$ cat src/hw/rtl/b58_pkg.sv
// ---------------------------------------------------------------------------
// Base-58 encoder package
// Constants and the alphabet lookup shared by the encoder files.
// ---------------------------------------------------------------------------
package b58_pkg;

  localparam int unsigned CapW = 7;
  localparam logic [CapW-1:0] CapReset = 7'd64;

  localparam int unsigned B58Radix = 58;
  localparam int unsigned DigitW = 6;
  localparam int unsigned CharW = 7;
  localparam int unsigned ByteW = 8;

  // Quotient of a 14-bit value by 58 as (value * DivMul) >> DivShift; exact below 58*256.
  localparam int unsigned CurW = DigitW + ByteW;
  localparam int unsigned ProdW = 29;
  localparam logic [14:0] DivMul = 15'd18079;
  localparam int unsigned DivShift = 20;

  localparam logic [8*58-1:0] Alphabet =
      "123456789ABCDEFGHJKLMNPQRSTUVWXYZabcdefghijkmnopqrstuvwxyz";

  localparam logic [CharW-1:0] OvfChar = 7'd0;

  function automatic logic [CharW-1:0] b58_char(input logic [DigitW-1:0] digit);
    logic [CharW-1:0] ch;
    ch = '0;
    if (int'(digit) < B58Radix) begin
      ch = Alphabet[8*(B58Radix-1-int'(digit)) +: CharW];
    end
    return ch;
  endfunction

endpackage

$ cat src/hw/rtl/b58_in_if.sv
// ---------------------------------------------------------------------------
// Base-58 byte channel
// Valid/ready channel carrying one input byte and its end-of-string flag.
// ---------------------------------------------------------------------------
interface b58_in_if;
  logic       valid;
  logic       ready;
  logic [7:0] data_byte;
  logic       last_byte;

  modport source (output valid, output data_byte, output last_byte, input ready);
  modport sink (input valid, input data_byte, input last_byte, output ready);
endinterface

$ cat src/hw/rtl/b58_out_if.sv
// ---------------------------------------------------------------------------
// Base-58 character channel
// Valid/ready channel carrying one output character with its flags.
// ---------------------------------------------------------------------------
interface b58_out_if;
  logic       valid;
  logic       ready;
  logic [6:0] out_char;
  logic       char_last;
  logic       overflow;

  modport source (output valid, output out_char, output char_last, output overflow,
                  input ready);
  modport sink (input valid, input out_char, input char_last, input overflow,
                output ready);
endinterface

$ cat src/hw/rtl/base58_encoder.sv
// ---------------------------------------------------------------------------
// Base-58 encoder: one byte per cycle is taken in while in the load state; after the last byte
// each digit takes one divide pass over the N stored bytes through the number RAM port.
// Output: a check state, which may emit the overflow marker, then a prefix state that emits one
// '1' per leading zero byte, then a digit RAM read state and an output state for each digit.
// Reset clears counters and sets capacity to 64; the RAMs are not cleared.
// ---------------------------------------------------------------------------
module base58_encoder #(
  parameter int unsigned MAX_BYTES  = 40,
  parameter int unsigned MAX_DIGITS = 55
) (
  input  logic                    clk_i,
  input  logic                    rst_ni,
  input  logic                    cfg_we_i,
  input  logic [b58_pkg::CapW-1:0] cfg_wdata_i,
  b58_in_if.sink                  byte_i,
  b58_out_if.source               char_o
);

  localparam int unsigned BIdxW = (MAX_BYTES > 1) ? $clog2(MAX_BYTES) : 1;
  localparam int unsigned BCntW = $clog2(MAX_BYTES + 1);
  localparam int unsigned DIdxW = $clog2(MAX_DIGITS);
  localparam int unsigned DCntW = $clog2(MAX_DIGITS + 1);
  localparam int unsigned TotW  = $clog2(MAX_BYTES + MAX_DIGITS + 1);
  localparam int unsigned CmpW  = (TotW > b58_pkg::CapW) ? TotW : b58_pkg::CapW;

  typedef enum logic [2:0] {
    ST_LOAD,
    ST_DIV,
    ST_CHECK,
    ST_PREFIX,
    ST_DREAD,
    ST_DOUT
  } state_e;

  state_e                       state_q;
  logic [b58_pkg::CapW-1:0]     cap_q;
  logic [BCntW-1:0]             byte_cnt_q;
  logic [BCntW-1:0]             zp_cnt_q;
  logic                         lead_zero_q;
  logic [DCntW-1:0]             dig_cnt_q;
  logic [BCntW-1:0]             iss_idx_q;
  logic [BCntW-1:0]             prc_idx_q;
  logic                         pv_q;
  logic [b58_pkg::DigitW-1:0]   rem_q;
  logic                         nz_q;
  logic                         too_long_q;
  logic [BCntW-1:0]             pre_cnt_q;
  logic [DCntW-1:0]             emit_idx_q;
  logic                         out_valid_q;
  logic [b58_pkg::CharW-1:0]    out_char_q;
  logic                         out_last_q;
  logic                         out_ovf_q;

  logic                         in_acc;
  logic                         store_byte;
  logic                         lead_zero_next;
  logic                         slot_free;
  logic                         issue;
  logic                         pass_done;

  logic                         num_we;
  logic [BIdxW-1:0]             num_waddr;
  logic [b58_pkg::ByteW-1:0]    num_wdata;
  logic [b58_pkg::ByteW-1:0]    num_rdata;
  logic                         dig_re;
  logic [b58_pkg::DigitW-1:0]   dig_rdata;

  logic [b58_pkg::CurW-1:0]     cur;
  logic [b58_pkg::ProdW-1:0]    prod;
  logic [b58_pkg::ByteW-1:0]    quot;
  logic [b58_pkg::CurW-1:0]     quot_x58;
  logic [b58_pkg::CurW-1:0]     rem_full;

  logic [CmpW-1:0]              total;
  logic                         ovf;

  assign in_acc         = byte_i.valid && byte_i.ready;
  assign store_byte     = byte_cnt_q < BCntW'(MAX_BYTES);
  assign lead_zero_next = lead_zero_q && !(store_byte && (byte_i.data_byte != '0));
  assign slot_free      = !out_valid_q || char_o.ready;
  assign issue          = (state_q == ST_DIV) && (iss_idx_q < byte_cnt_q);
  assign pass_done      = (state_q == ST_DIV) && !pv_q && (iss_idx_q == byte_cnt_q);

  assign cur      = {rem_q, num_rdata};
  assign prod     = b58_pkg::ProdW'(cur) * b58_pkg::ProdW'(b58_pkg::DivMul);
  assign quot     = prod[b58_pkg::DivShift +: b58_pkg::ByteW];
  assign quot_x58 = b58_pkg::CurW'(quot) * b58_pkg::CurW'(b58_pkg::B58Radix);
  assign rem_full = cur - quot_x58;

  always_comb begin
    num_we    = 1'b0;
    num_waddr = byte_cnt_q[BIdxW-1:0];
    num_wdata = byte_i.data_byte;
    if (state_q == ST_LOAD) begin
      num_we = in_acc && store_byte;
    end else if (state_q == ST_DIV && pv_q) begin
      num_we    = 1'b1;
      num_waddr = prc_idx_q[BIdxW-1:0];
      num_wdata = quot;
    end
  end

  assign dig_re = (state_q == ST_DREAD);

  assign total = CmpW'(zp_cnt_q) + CmpW'(dig_cnt_q);
  assign ovf   = too_long_q || (cap_q == '0) || (total >= CmpW'(cap_q)) ||
                 (total > CmpW'(MAX_DIGITS));

  b58_ram #(
    .Width (b58_pkg::ByteW),
    .Depth (MAX_BYTES),
    .AddrW (BIdxW)
  ) u_num_ram (
    .clk_i   (clk_i),
    .we_i    (num_we),
    .waddr_i (num_waddr),
    .wdata_i (num_wdata),
    .re_i    (issue),
    .raddr_i (iss_idx_q[BIdxW-1:0]),
    .rdata_o (num_rdata)
  );

  b58_ram #(
    .Width (b58_pkg::DigitW),
    .Depth (MAX_DIGITS),
    .AddrW (DIdxW)
  ) u_dig_ram (
    .clk_i   (clk_i),
    .we_i    (pass_done),
    .waddr_i (dig_cnt_q[DIdxW-1:0]),
    .wdata_i (rem_q),
    .re_i    (dig_re),
    .raddr_i (DIdxW'(emit_idx_q - DCntW'(1))),
    .rdata_o (dig_rdata)
  );

  always_ff @(posedge clk_i or negedge rst_ni) begin
    if (!rst_ni) begin
      state_q     <= ST_LOAD;
      cap_q       <= b58_pkg::CapReset;
      byte_cnt_q  <= '0;
      zp_cnt_q    <= '0;
      lead_zero_q <= 1'b1;
      dig_cnt_q   <= '0;
      iss_idx_q   <= '0;
      prc_idx_q   <= '0;
      pv_q        <= 1'b0;
      rem_q       <= '0;
      nz_q        <= 1'b0;
      too_long_q  <= 1'b0;
      pre_cnt_q   <= '0;
      emit_idx_q  <= '0;
      out_valid_q <= 1'b0;
      out_char_q  <= '0;
      out_last_q  <= 1'b0;
      out_ovf_q   <= 1'b0;
    end else begin
      if (cfg_we_i) begin
        cap_q <= cfg_wdata_i;
      end
      if (out_valid_q && char_o.ready) begin
        out_valid_q <= 1'b0;
      end

      case (state_q)
        ST_LOAD: begin
          if (in_acc) begin
            if (store_byte) begin
              byte_cnt_q <= byte_cnt_q + BCntW'(1);
              if (lead_zero_q && byte_i.data_byte == '0) begin
                zp_cnt_q <= zp_cnt_q + BCntW'(1);
              end
            end
            lead_zero_q <= lead_zero_next;
            if (byte_i.last_byte) begin
              iss_idx_q  <= '0;
              prc_idx_q  <= '0;
              pv_q       <= 1'b0;
              rem_q      <= '0;
              nz_q       <= 1'b0;
              dig_cnt_q  <= '0;
              too_long_q <= 1'b0;
              state_q    <= lead_zero_next ? ST_CHECK : ST_DIV;
            end
          end
        end

        ST_DIV: begin
          pv_q <= issue;
          if (issue) begin
            iss_idx_q <= iss_idx_q + BCntW'(1);
          end
          if (pv_q) begin
            prc_idx_q <= prc_idx_q + BCntW'(1);
            rem_q     <= rem_full[b58_pkg::DigitW-1:0];
            nz_q      <= nz_q || (quot != '0);
          end
          if (pass_done) begin
            dig_cnt_q <= dig_cnt_q + DCntW'(1);
            if (!nz_q) begin
              state_q <= ST_CHECK;
            end else if (dig_cnt_q >= DCntW'(MAX_DIGITS - 1)) begin
              too_long_q <= 1'b1;
              state_q    <= ST_CHECK;
            end else begin
              iss_idx_q <= '0;
              prc_idx_q <= '0;
              rem_q     <= '0;
              nz_q      <= 1'b0;
            end
          end
        end

        ST_CHECK: begin
          if (ovf) begin
            if (slot_free) begin
              out_valid_q <= 1'b1;
              out_char_q  <= b58_pkg::OvfChar;
              out_last_q  <= 1'b1;
              out_ovf_q   <= 1'b1;
              byte_cnt_q  <= '0;
              zp_cnt_q    <= '0;
              lead_zero_q <= 1'b1;
              dig_cnt_q   <= '0;
              state_q     <= ST_LOAD;
            end
          end else if (total == '0) begin
            byte_cnt_q  <= '0;
            zp_cnt_q    <= '0;
            lead_zero_q <= 1'b1;
            dig_cnt_q   <= '0;
            state_q     <= ST_LOAD;
          end else begin
            pre_cnt_q  <= zp_cnt_q;
            emit_idx_q <= dig_cnt_q;
            state_q    <= ST_PREFIX;
          end
        end

        ST_PREFIX: begin
          if (pre_cnt_q == '0) begin
            state_q <= ST_DREAD;
          end else if (slot_free) begin
            out_valid_q <= 1'b1;
            out_char_q  <= b58_pkg::b58_char('0);
            out_ovf_q   <= 1'b0;
            out_last_q  <= (pre_cnt_q == BCntW'(1)) && (emit_idx_q == '0);
            pre_cnt_q   <= pre_cnt_q - BCntW'(1);
            if ((pre_cnt_q == BCntW'(1)) && (emit_idx_q == '0)) begin
              byte_cnt_q  <= '0;
              zp_cnt_q    <= '0;
              lead_zero_q <= 1'b1;
              dig_cnt_q   <= '0;
              state_q     <= ST_LOAD;
            end
          end
        end

        ST_DREAD: begin
          state_q <= ST_DOUT;
        end

        ST_DOUT: begin
          if (slot_free) begin
            out_valid_q <= 1'b1;
            out_char_q  <= b58_pkg::b58_char(dig_rdata);
            out_ovf_q   <= 1'b0;
            out_last_q  <= (emit_idx_q == DCntW'(1));
            emit_idx_q  <= emit_idx_q - DCntW'(1);
            if (emit_idx_q == DCntW'(1)) begin
              byte_cnt_q  <= '0;
              zp_cnt_q    <= '0;
              lead_zero_q <= 1'b1;
              dig_cnt_q   <= '0;
              state_q     <= ST_LOAD;
            end else begin
              state_q <= ST_DREAD;
            end
          end
        end

        default: begin
          state_q <= ST_LOAD;
        end
      endcase
    end
  end

  assign byte_i.ready     = (state_q == ST_LOAD);
  assign char_o.valid     = out_valid_q;
  assign char_o.out_char  = out_char_q;
  assign char_o.char_last = out_last_q;
  assign char_o.overflow  = out_ovf_q;

endmodule

$ cat src/hw/rtl/b58_ram.sv
// ---------------------------------------------------------------------------
// Base-58 generic RAM
// Simple dual-port RAM with one write port and one registered read port.
// ---------------------------------------------------------------------------
module b58_ram #(
  parameter int unsigned Width = 8,
  parameter int unsigned Depth = 40,
  parameter int unsigned AddrW = (Depth > 1) ? $clog2(Depth) : 1
) (
  input  logic             clk_i,
  input  logic             we_i,
  input  logic [AddrW-1:0] waddr_i,
  input  logic [Width-1:0] wdata_i,
  input  logic             re_i,
  input  logic [AddrW-1:0] raddr_i,
  output logic [Width-1:0] rdata_o
);

  logic [Width-1:0] mem_q [Depth];
  logic [Width-1:0] rdata_q;

  always_ff @(posedge clk_i) begin
    if (we_i) begin
      mem_q[waddr_i] <= wdata_i;
    end
    if (re_i) begin
      rdata_q <= mem_q[raddr_i];
    end
  end

  assign rdata_o = rdata_q;

endmodule

$ cat src/flat_wrapper.sv
// flat-port wrapper written by rule: the top's interface ports become plain ports
module base58_encoder_flat 
#(
  parameter int unsigned MAX_BYTES  = 40,
  parameter int unsigned MAX_DIGITS = 55
)
  (clk_i, rst_ni, cfg_we_i, cfg_wdata_i, byte_i_valid, byte_i_data_byte, byte_i_last_byte, byte_i_ready, char_o_valid, char_o_out_char, char_o_char_last, char_o_overflow, char_o_ready);
  b58_in_if byte_i_i ();
  b58_out_if char_o_i ();
  input  logic clk_i;
  input  logic rst_ni;
  input  logic cfg_we_i;
  input  logic [b58_pkg::CapW-1:0] cfg_wdata_i;
  input wire logic [$bits(byte_i_i.valid)-1:0] byte_i_valid;
  input wire logic [$bits(byte_i_i.data_byte)-1:0] byte_i_data_byte;
  input wire logic [$bits(byte_i_i.last_byte)-1:0] byte_i_last_byte;
  output wire logic [$bits(byte_i_i.ready)-1:0] byte_i_ready;
  output wire logic [$bits(char_o_i.valid)-1:0] char_o_valid;
  output wire logic [$bits(char_o_i.out_char)-1:0] char_o_out_char;
  output wire logic [$bits(char_o_i.char_last)-1:0] char_o_char_last;
  output wire logic [$bits(char_o_i.overflow)-1:0] char_o_overflow;
  input wire logic [$bits(char_o_i.ready)-1:0] char_o_ready;
  assign byte_i_i.valid = byte_i_valid;
  assign byte_i_i.data_byte = byte_i_data_byte;
  assign byte_i_i.last_byte = byte_i_last_byte;
  assign byte_i_ready = byte_i_i.ready;
  assign char_o_valid = char_o_i.valid;
  assign char_o_out_char = char_o_i.out_char;
  assign char_o_char_last = char_o_i.char_last;
  assign char_o_overflow = char_o_i.overflow;
  assign char_o_i.ready = char_o_ready;
  base58_encoder #(.MAX_BYTES(MAX_BYTES), .MAX_DIGITS(MAX_DIGITS)) u_core (.clk_i(clk_i), .rst_ni(rst_ni), .cfg_we_i(cfg_we_i), .cfg_wdata_i(cfg_wdata_i), .byte_i(byte_i_i), .char_o(char_o_i));
endmodule
$ cat config.mk
export PLATFORM = sky130hd
export DESIGN_NAME = base58_encoder_flat
export DESIGN_NICKNAME = d
export VERILOG_FILES = /design/src/hw/rtl/b58_pkg.sv /design/src/hw/rtl/b58_in_if.sv /design/src/hw/rtl/b58_out_if.sv /design/src/hw/rtl/base58_encoder.sv /design/src/hw/rtl/b58_ram.sv /design/src/flat_wrapper.sv
export SDC_FILE = /design/constraint.sdc
export NUM_CORES = 1
export LEC_CHECK = 0
export BUFFER_PORTS_ARGS = -buffer_cell sky130_fd_sc_hd__buf_2
export CAP_MARGIN = 20
export CORE_MARGIN = 2
export CORE_UTILIZATION = 65
export CTS_CLUSTER_DIAMETER = 40
export DETAILED_ROUTE_END_ITERATION = 7
export PLACE_DENSITY_LB_ADDON = 0.08
export SLEW_MARGIN = 20
export SYNTH_ARGS = -nofsm -noshare
export SYNTH_HDL_FRONTEND = slang
export SYNTH_SLANG_ARGS = --single-unit
$ cat constraint.sdc
create_clock -name clk_i -period 11.8 [get_ports clk_i]
set_clock_uncertainty 0.2 [all_clocks]
set_input_delay 1.77 -clock clk_i [delete_from_list [all_inputs] [get_ports clk_i]]
set_output_delay 1.77 -clock clk_i [all_outputs]
set_load 0.1 [all_outputs]
Yosys cells after proc, flatten, opt, wreduce, memory -nomap -nowiden --
Memories as Yosys holds them, arrays and structs flattened. A register that Yosys moved wholly into a read port is not among the register bits. Index checks and enable logic that the tools add are counted.
Storage, ports and cells: flip-flop bits (word level) 72, memory bits (writable) 650, output and inout bits 11, logic and storage cells 222, memories 2
Cells by class: add/subtract/negate cells 10, multiply operators 2, magnitude comparators 6, eq/ne operators 29, shift operators 1, multiplexer cells 110, reduce and logical (&&, ||, !) cells 44
Memory list:
- u_core.u_dig_ram.mem_q | words 55, bits a word 6, read ports 1, clocked after memory_dff 1, write ports 1, RTL line b58_ram.sv:19 | logic [Width-1:0] mem_q [Depth];
- u_core.u_num_ram.mem_q | words 40, bits a word 8, read ports 1, clocked after memory_dff 1, write ports 1, RTL line b58_ram.sv:19
Operators by type and width (number):
- $shiftx A464 B33 Y7 const A | 1
- $mux W6 | 37
- $pmux W6 S2 | 5
- $pmux W6 S4 | 2
- $mux W7 | 6
- $mux W3 | 12
- $mux W1 | 34
- $add A6 B1 Y6 const B | 5
- $pmux W6 S5 | 1
- $mul A14 B15 Y28 const B | 1
- $reduce_and A11 Y1 | 2
- $pmux W7 S3 | 1
- $pmux W3 S6 | 1
- $mux W8 | 2
- $ne A2 B1 Y1 const B | 8
- $ne A2 B2 Y1 const B | 8
- $reduce_bool A8 Y1 | 2
- $logic_not A7 Y1 | 2
- $eq A6 B1 Y1 const B | 2
- $logic_not A6 Y1 | 2
- $lt A6 B6 Y1 const B | 2
- $reduce_and A6 Y1 | 2
- $sub A6 B1 Y6 const B | 2
- $logic_and A1 B1 Y1 | 11
- other kinds (33) | 51

Logic depth before layout (Yosys ltp) --
depth in word-level cells 8, depth in mapped cells 31, depth with buffers taken out 31

Cells and area by module --
Synthesis repeated with hierarchy kept, for this count alone.
Unflattened totals: cells, all modules 2378, area total of the unflattened synthesis 35557.9 µm²
Modules (own cells, without submodules):
- b58_ram (u_core.u_dig_ram) | instances 1, cells each 646, area each 13200.2 µm²
- b58_ram (u_core.u_num_ram) | instances 1, cells each 704, area each 13098.8 µm²
- base58_encoder | instances 1, cells each 1028, area each 9258.9 µm²

Worst setup path after synthesis --
No wires, ideal clock.
path type register to register, start reg u_core.rem_q[4] (netlist bit), end mem u_core.u_num_ram.mem_q[0][6] (data pin), arrival time 7.266 ns, required time 11.070 ns, slack 3.804 ns, cell stages (with the launch flop) 18, path buffers 0, cell sequence dfrtp_1 -> fa_1 -> xor2_1 -> ha_1 -> inv_1 -> fa_1 -> inv_1 -> fa_1 -> fa_1 -> fa_1 -> ha_1 -> nand3_1 -> nor3_1 -> and3_1 -> a221oi_2 -> a211oi_1 -> o21a_1 -> o31ai_1
Between the ends: word-level cells in the longest chain between the ends 3
RTL lines:
- from (decl) | RTL line base58_encoder.sv:45 | logic [b58_pkg::DigitW-1:0] rem_q;
- from (signal assigned) | RTL line base58_encoder.sv:196 | rem_q <= rem_full[b58_pkg::DigitW-1:0];
- $mul A14 B15 Y28 | RTL line base58_encoder.sv:86 | assign prod = b58_pkg::ProdW'(cur) * b58_pkg::ProdW'(b58_pkg::DivMul);
- $mux W8 | RTL line base58_encoder.sv:97 | end else if (state_q == ST_DIV && pv_q) begin
- $mux W8 | RTL line base58_encoder.sv:95 | if (state_q == ST_LOAD) begin
- net u_core.num_wdata, one bit | RTL line base58_encoder.sv:64 | logic [b58_pkg::ByteW-1:0] num_wdata;
- to (decl) | RTL line b58_ram.sv:19
The timed path passes the listed nets, and every way through them passes these cells.

Final worst setup path --
start reg u_core.rem_q[5] (netlist bit), end reg u_core.rem_q[5] (netlist bit)
Between the ends: word-level cells in the longest chain between the ends 8
RTL lines:
- $mul A14 B15 Y28 | RTL line base58_encoder.sv:86
- $mul A8 B5 Y5 | RTL line base58_encoder.sv:88 | assign quot_x58 = b58_pkg::CurW'(quot) * b58_pkg::CurW'(b58_pkg::B58Radix);
- $sub A6 B6 Y6 | RTL line base58_encoder.sv:89 | assign rem_full = cur - quot_x58;
- $mux W6 * | RTL line base58_encoder.sv:194 | if (pv_q) begin
- $mux W6 | RTL line base58_encoder.sv:203 | end else if (dig_cnt_q >= DCntW'(MAX_DIGITS - 1)) begin
- $mux W6 | RTL line base58_encoder.sv:201 | if (!nz_q) begin
- $mux W6 * | RTL line base58_encoder.sv:199 | if (pass_done) begin
- $pmux W6 S2 * | RTL line base58_encoder.sv:166 | case (state_q)
Mark *: on every way between the ends. The rest lies on a longest branch, timed or not. A chain may end at the register's enable or synchronous reset.

==> results.tsv <==
metric	value	unit
dp_hpwl	48880	µm
vias	19120	
ioPinCount	32	
syn_area_per_cell	16.32	µm²
syn_inst	2123	
setup_violations	0	
finalWirelength	77530	µm
run_status	completed	
synth-warning-count	0	
wl_met1	30440	µm
insertion_delay	0.65	ns
ant_nets	0	
slew_violations	0	
max_cap_violations	0	
antennaDiodeCount	0	
grt_pass1_wl	120100	µm
slew_headroom	26.19	%
route.met2.wl	39560	µm
die_area	55160	µm²
place.gp.congestion	0.8939	
chipWidth	234.9	µm
hold_viol	0	
rsz0062_at_grt	false	
critPathCaptureType	register	
arrival	8.21	ns
finalCritPeriodShare	67.04	%
yosys-top-cells-area	edfxtp_1 (58%), mux4_2 (13%), ha_1 (5.9%)	
fin_cells	2953	
tns	0	ns
synth-main-ff-cell	edfxtp_1	
highest_layer	met4	
placedCellCount	2778	
path_depth	28	
postCtsSetupBuffers	0	
holdPathStages	1	
met3WireLength	5267	µm
dpl-instance-area	35560	µm²
yosysTopAreaCell	edfxtp_1	
avgViaCountPerCell	6.473	
fmax	0.1264	GHz
max_stage_delay	0.86	ns
ys_types	78	
initial_core_util	65.79	%
drt-initial-drc-count	1966	
grt_pass1_vias	19820	
slowest_stage	dfrtp_4	
cts_tree	built	
async_flop_share	9.783	%
portBuffers	31	
crit_required	12.09	ns
cts-root-buf	clkbuf_16	
hp-class	register to register	
grt.overflow.total	0	
cts_max_path_buffers	3	
crit_family	adder cells	
ctsResizeCount	0	
seq_area_frac_synth	62.76	%
final_nets	2432	
fin_area	38830	µm²
fp-row-count	84	
core_area	52660	µm²
grt_use_total	28.87	%
route.detailed.drc	0	
numCtsBuffers	93	
crit_type	register to register	
drive_gt1_share	20.49	%
die-height	234.9	µm
dr.pass1.iters	5	
rr_worst_depth	28	
path_buf_inv	4	
final_cell_mix	edfxtp_1 (664), mux4_2 (198), ha_1 (162)	
clock-sinks	736	
post-route-min-period	7.910	ns
ys_ff_latch	736	
n_fill_cell	3106	
ctsHoldBuffers	0	
synth_edf_count	664	
cp_common_cell	ha_1	
cp-start-kind	register	
area_growth	12.07	%
wl_per_cell	26.25	µm
syn-num-nets	2369	
synth_area	34640	µm²
synth_top_area_share	57.55	%
htreeDepth	3	
worst_pin_slew	1.096	ns
final_common_cell	edfxtp_1	
clk_pin_slew	0.04	ns
antenna_found_initial	1	
grt_max_degree	73	
cp_max_fo	62	
layer usage:
layer	vias up	global-route usage, %
li1	8379	-
met1	9803	39.45
met2	787	47.96
met3	146	4.946
met4	0	9.628
met5	-	0
per-stage QoR:
stage | worst slack [ns] | hold slack [ns] | utilization [%]
final | 3.890 | 0.2944 | 73.74
after global routing | 3.446 | 0.3177 | 73.74
after CTS | 3.548 | 0.2897 | 73.66
after detailed placement | 3.574 | 0.2752 | 67.54
after global placement | 3.780 | 0.2775 | 67.54
after floorplan | 3.804 | 0.2574 | -
area by class of cell:
cell class                      instances  area (µm²)  share of cell area [%]
Tap cell                              688       860.8                   2.217
Clock inverter                         72       830.8                   2.140
Timing Repair Buffer                   51       331.6                  0.8540
Inverter                              145       544.3                   1.402
Sequential cell                       736       21770                   56.07
Clock buffer                          102        2392                   6.162
Multi-Input combinational cell       1159       12100                   31.16
synthesized netlist by cell type, types with 4 or more instances:
cell / instances
mux4_2: 198
ha_1: 163
o21ai_0: 78
or3_1: 7
nand4_1: 9
edfxtp_1: 664
nor2b_1: 18
o211ai_1: 4
mux2_2: 14
or4_1: 5
nand3b_1: 8
xnor2_1: 21
a21oi_1: 68
a211o_1: 5
inv_1: 143
or2_2: 4
nand3_1: 27
fa_1: 62
nor3_1: 17
nor2_1: 155
a41oi_1: 4
o22ai_1: 6
nor4_1: 5
xor2_1: 16
o31ai_1: 10
a211oi_1: 11
nand2b_1: 8
and3_1: 6
buf_2: 16
o21a_1: 5
nand2_1: 117
dfrtp_1: 70
a21o_1: 18
mux2i_1: 20
buf_1: 8
a31oi_1: 15
clkbuf_1: 57
cell families after synthesis:
| logic type | after synthesis | share of synthesized area [%] |
|---|---|---|
| flip-flops | 736 | 62.76 |
| adder cells (fa/ha/maj) | 225 | 9.469 |
| AO/OA/AOI/OAI | 267 | 5.110 |
| buffers and inverters | 228 | 2.543 |
| multiplexers | 234 | 13.97 |
| AND/OR/NAND/NOR | 396 | 5.212 |
| XOR/XNOR | 37 | 0.9354 |
worst register-to-register path, delay by kind of cell (launching register included):
kind / cells / cell delay (ns)
fa+ha+maj: 11 / 4.37
xor+xnor: 5 / 0.91
compound gates: 7 / 1.13
simple gates: 1 / 0.05
flops: 1 / 0.86
buf+inv: 4 / 0.27
final timing paths:
path | startpoint | to | slack (ns)
setup / recovery | u_core.rem_q[5]$_DFFE_PN0P_ | u_core.rem_q[5]$_DFFE_PN0P_ | 3.89
hold / removal | u_core.char_o.out_char[2]$_DFFE_PN0P_ | u_core.char_o.out_char[2]$_DFFE_PN0P_ | 0.29
setup reg to reg | u_core.rem_q[5]$_DFFE_PN0P_ | u_core.rem_q[5]$_DFFE_PN0P_ | 3.89
hold reg to reg | u_core.char_o.out_char[2]$_DFFE_PN0P_ | u_core.char_o.out_char[2]$_DFFE_PN0P_ | 0.29
max in group asynchronous | rst_ni | u_core.rem_q[4]$_DFFE_PN0P_ | 9.81
min in group asynchronous | rst_ni | u_core.rem_q[2]$_DFFE_PN0P_ | 0.96
sequential cells by signal, indices dropped and copies added, names as in the netlist, 3 cells and up:
signal	cells
u_core.byte_cnt_q	6
u_core.cap_q	7
u_core.char_o.out_char	7
u_core.dig_cnt_q	6
u_core.emit_idx_q	6
u_core.iss_idx_q	6
u_core.prc_idx_q	6
u_core.pre_cnt_q	6
u_core.rem_q	6
u_core.state_q	3
u_core.u_dig_ram.mem_q	330
u_core.u_dig_ram.rdata_o	6
u_core.u_num_ram.mem_q	320
u_core.u_num_ram.rdata_o	8
u_core.zp_cnt_q	6
Power is left out: the tool's default activity adds up to more than one toggle a clock period on the data nets, which glitch-free logic cannot reach.
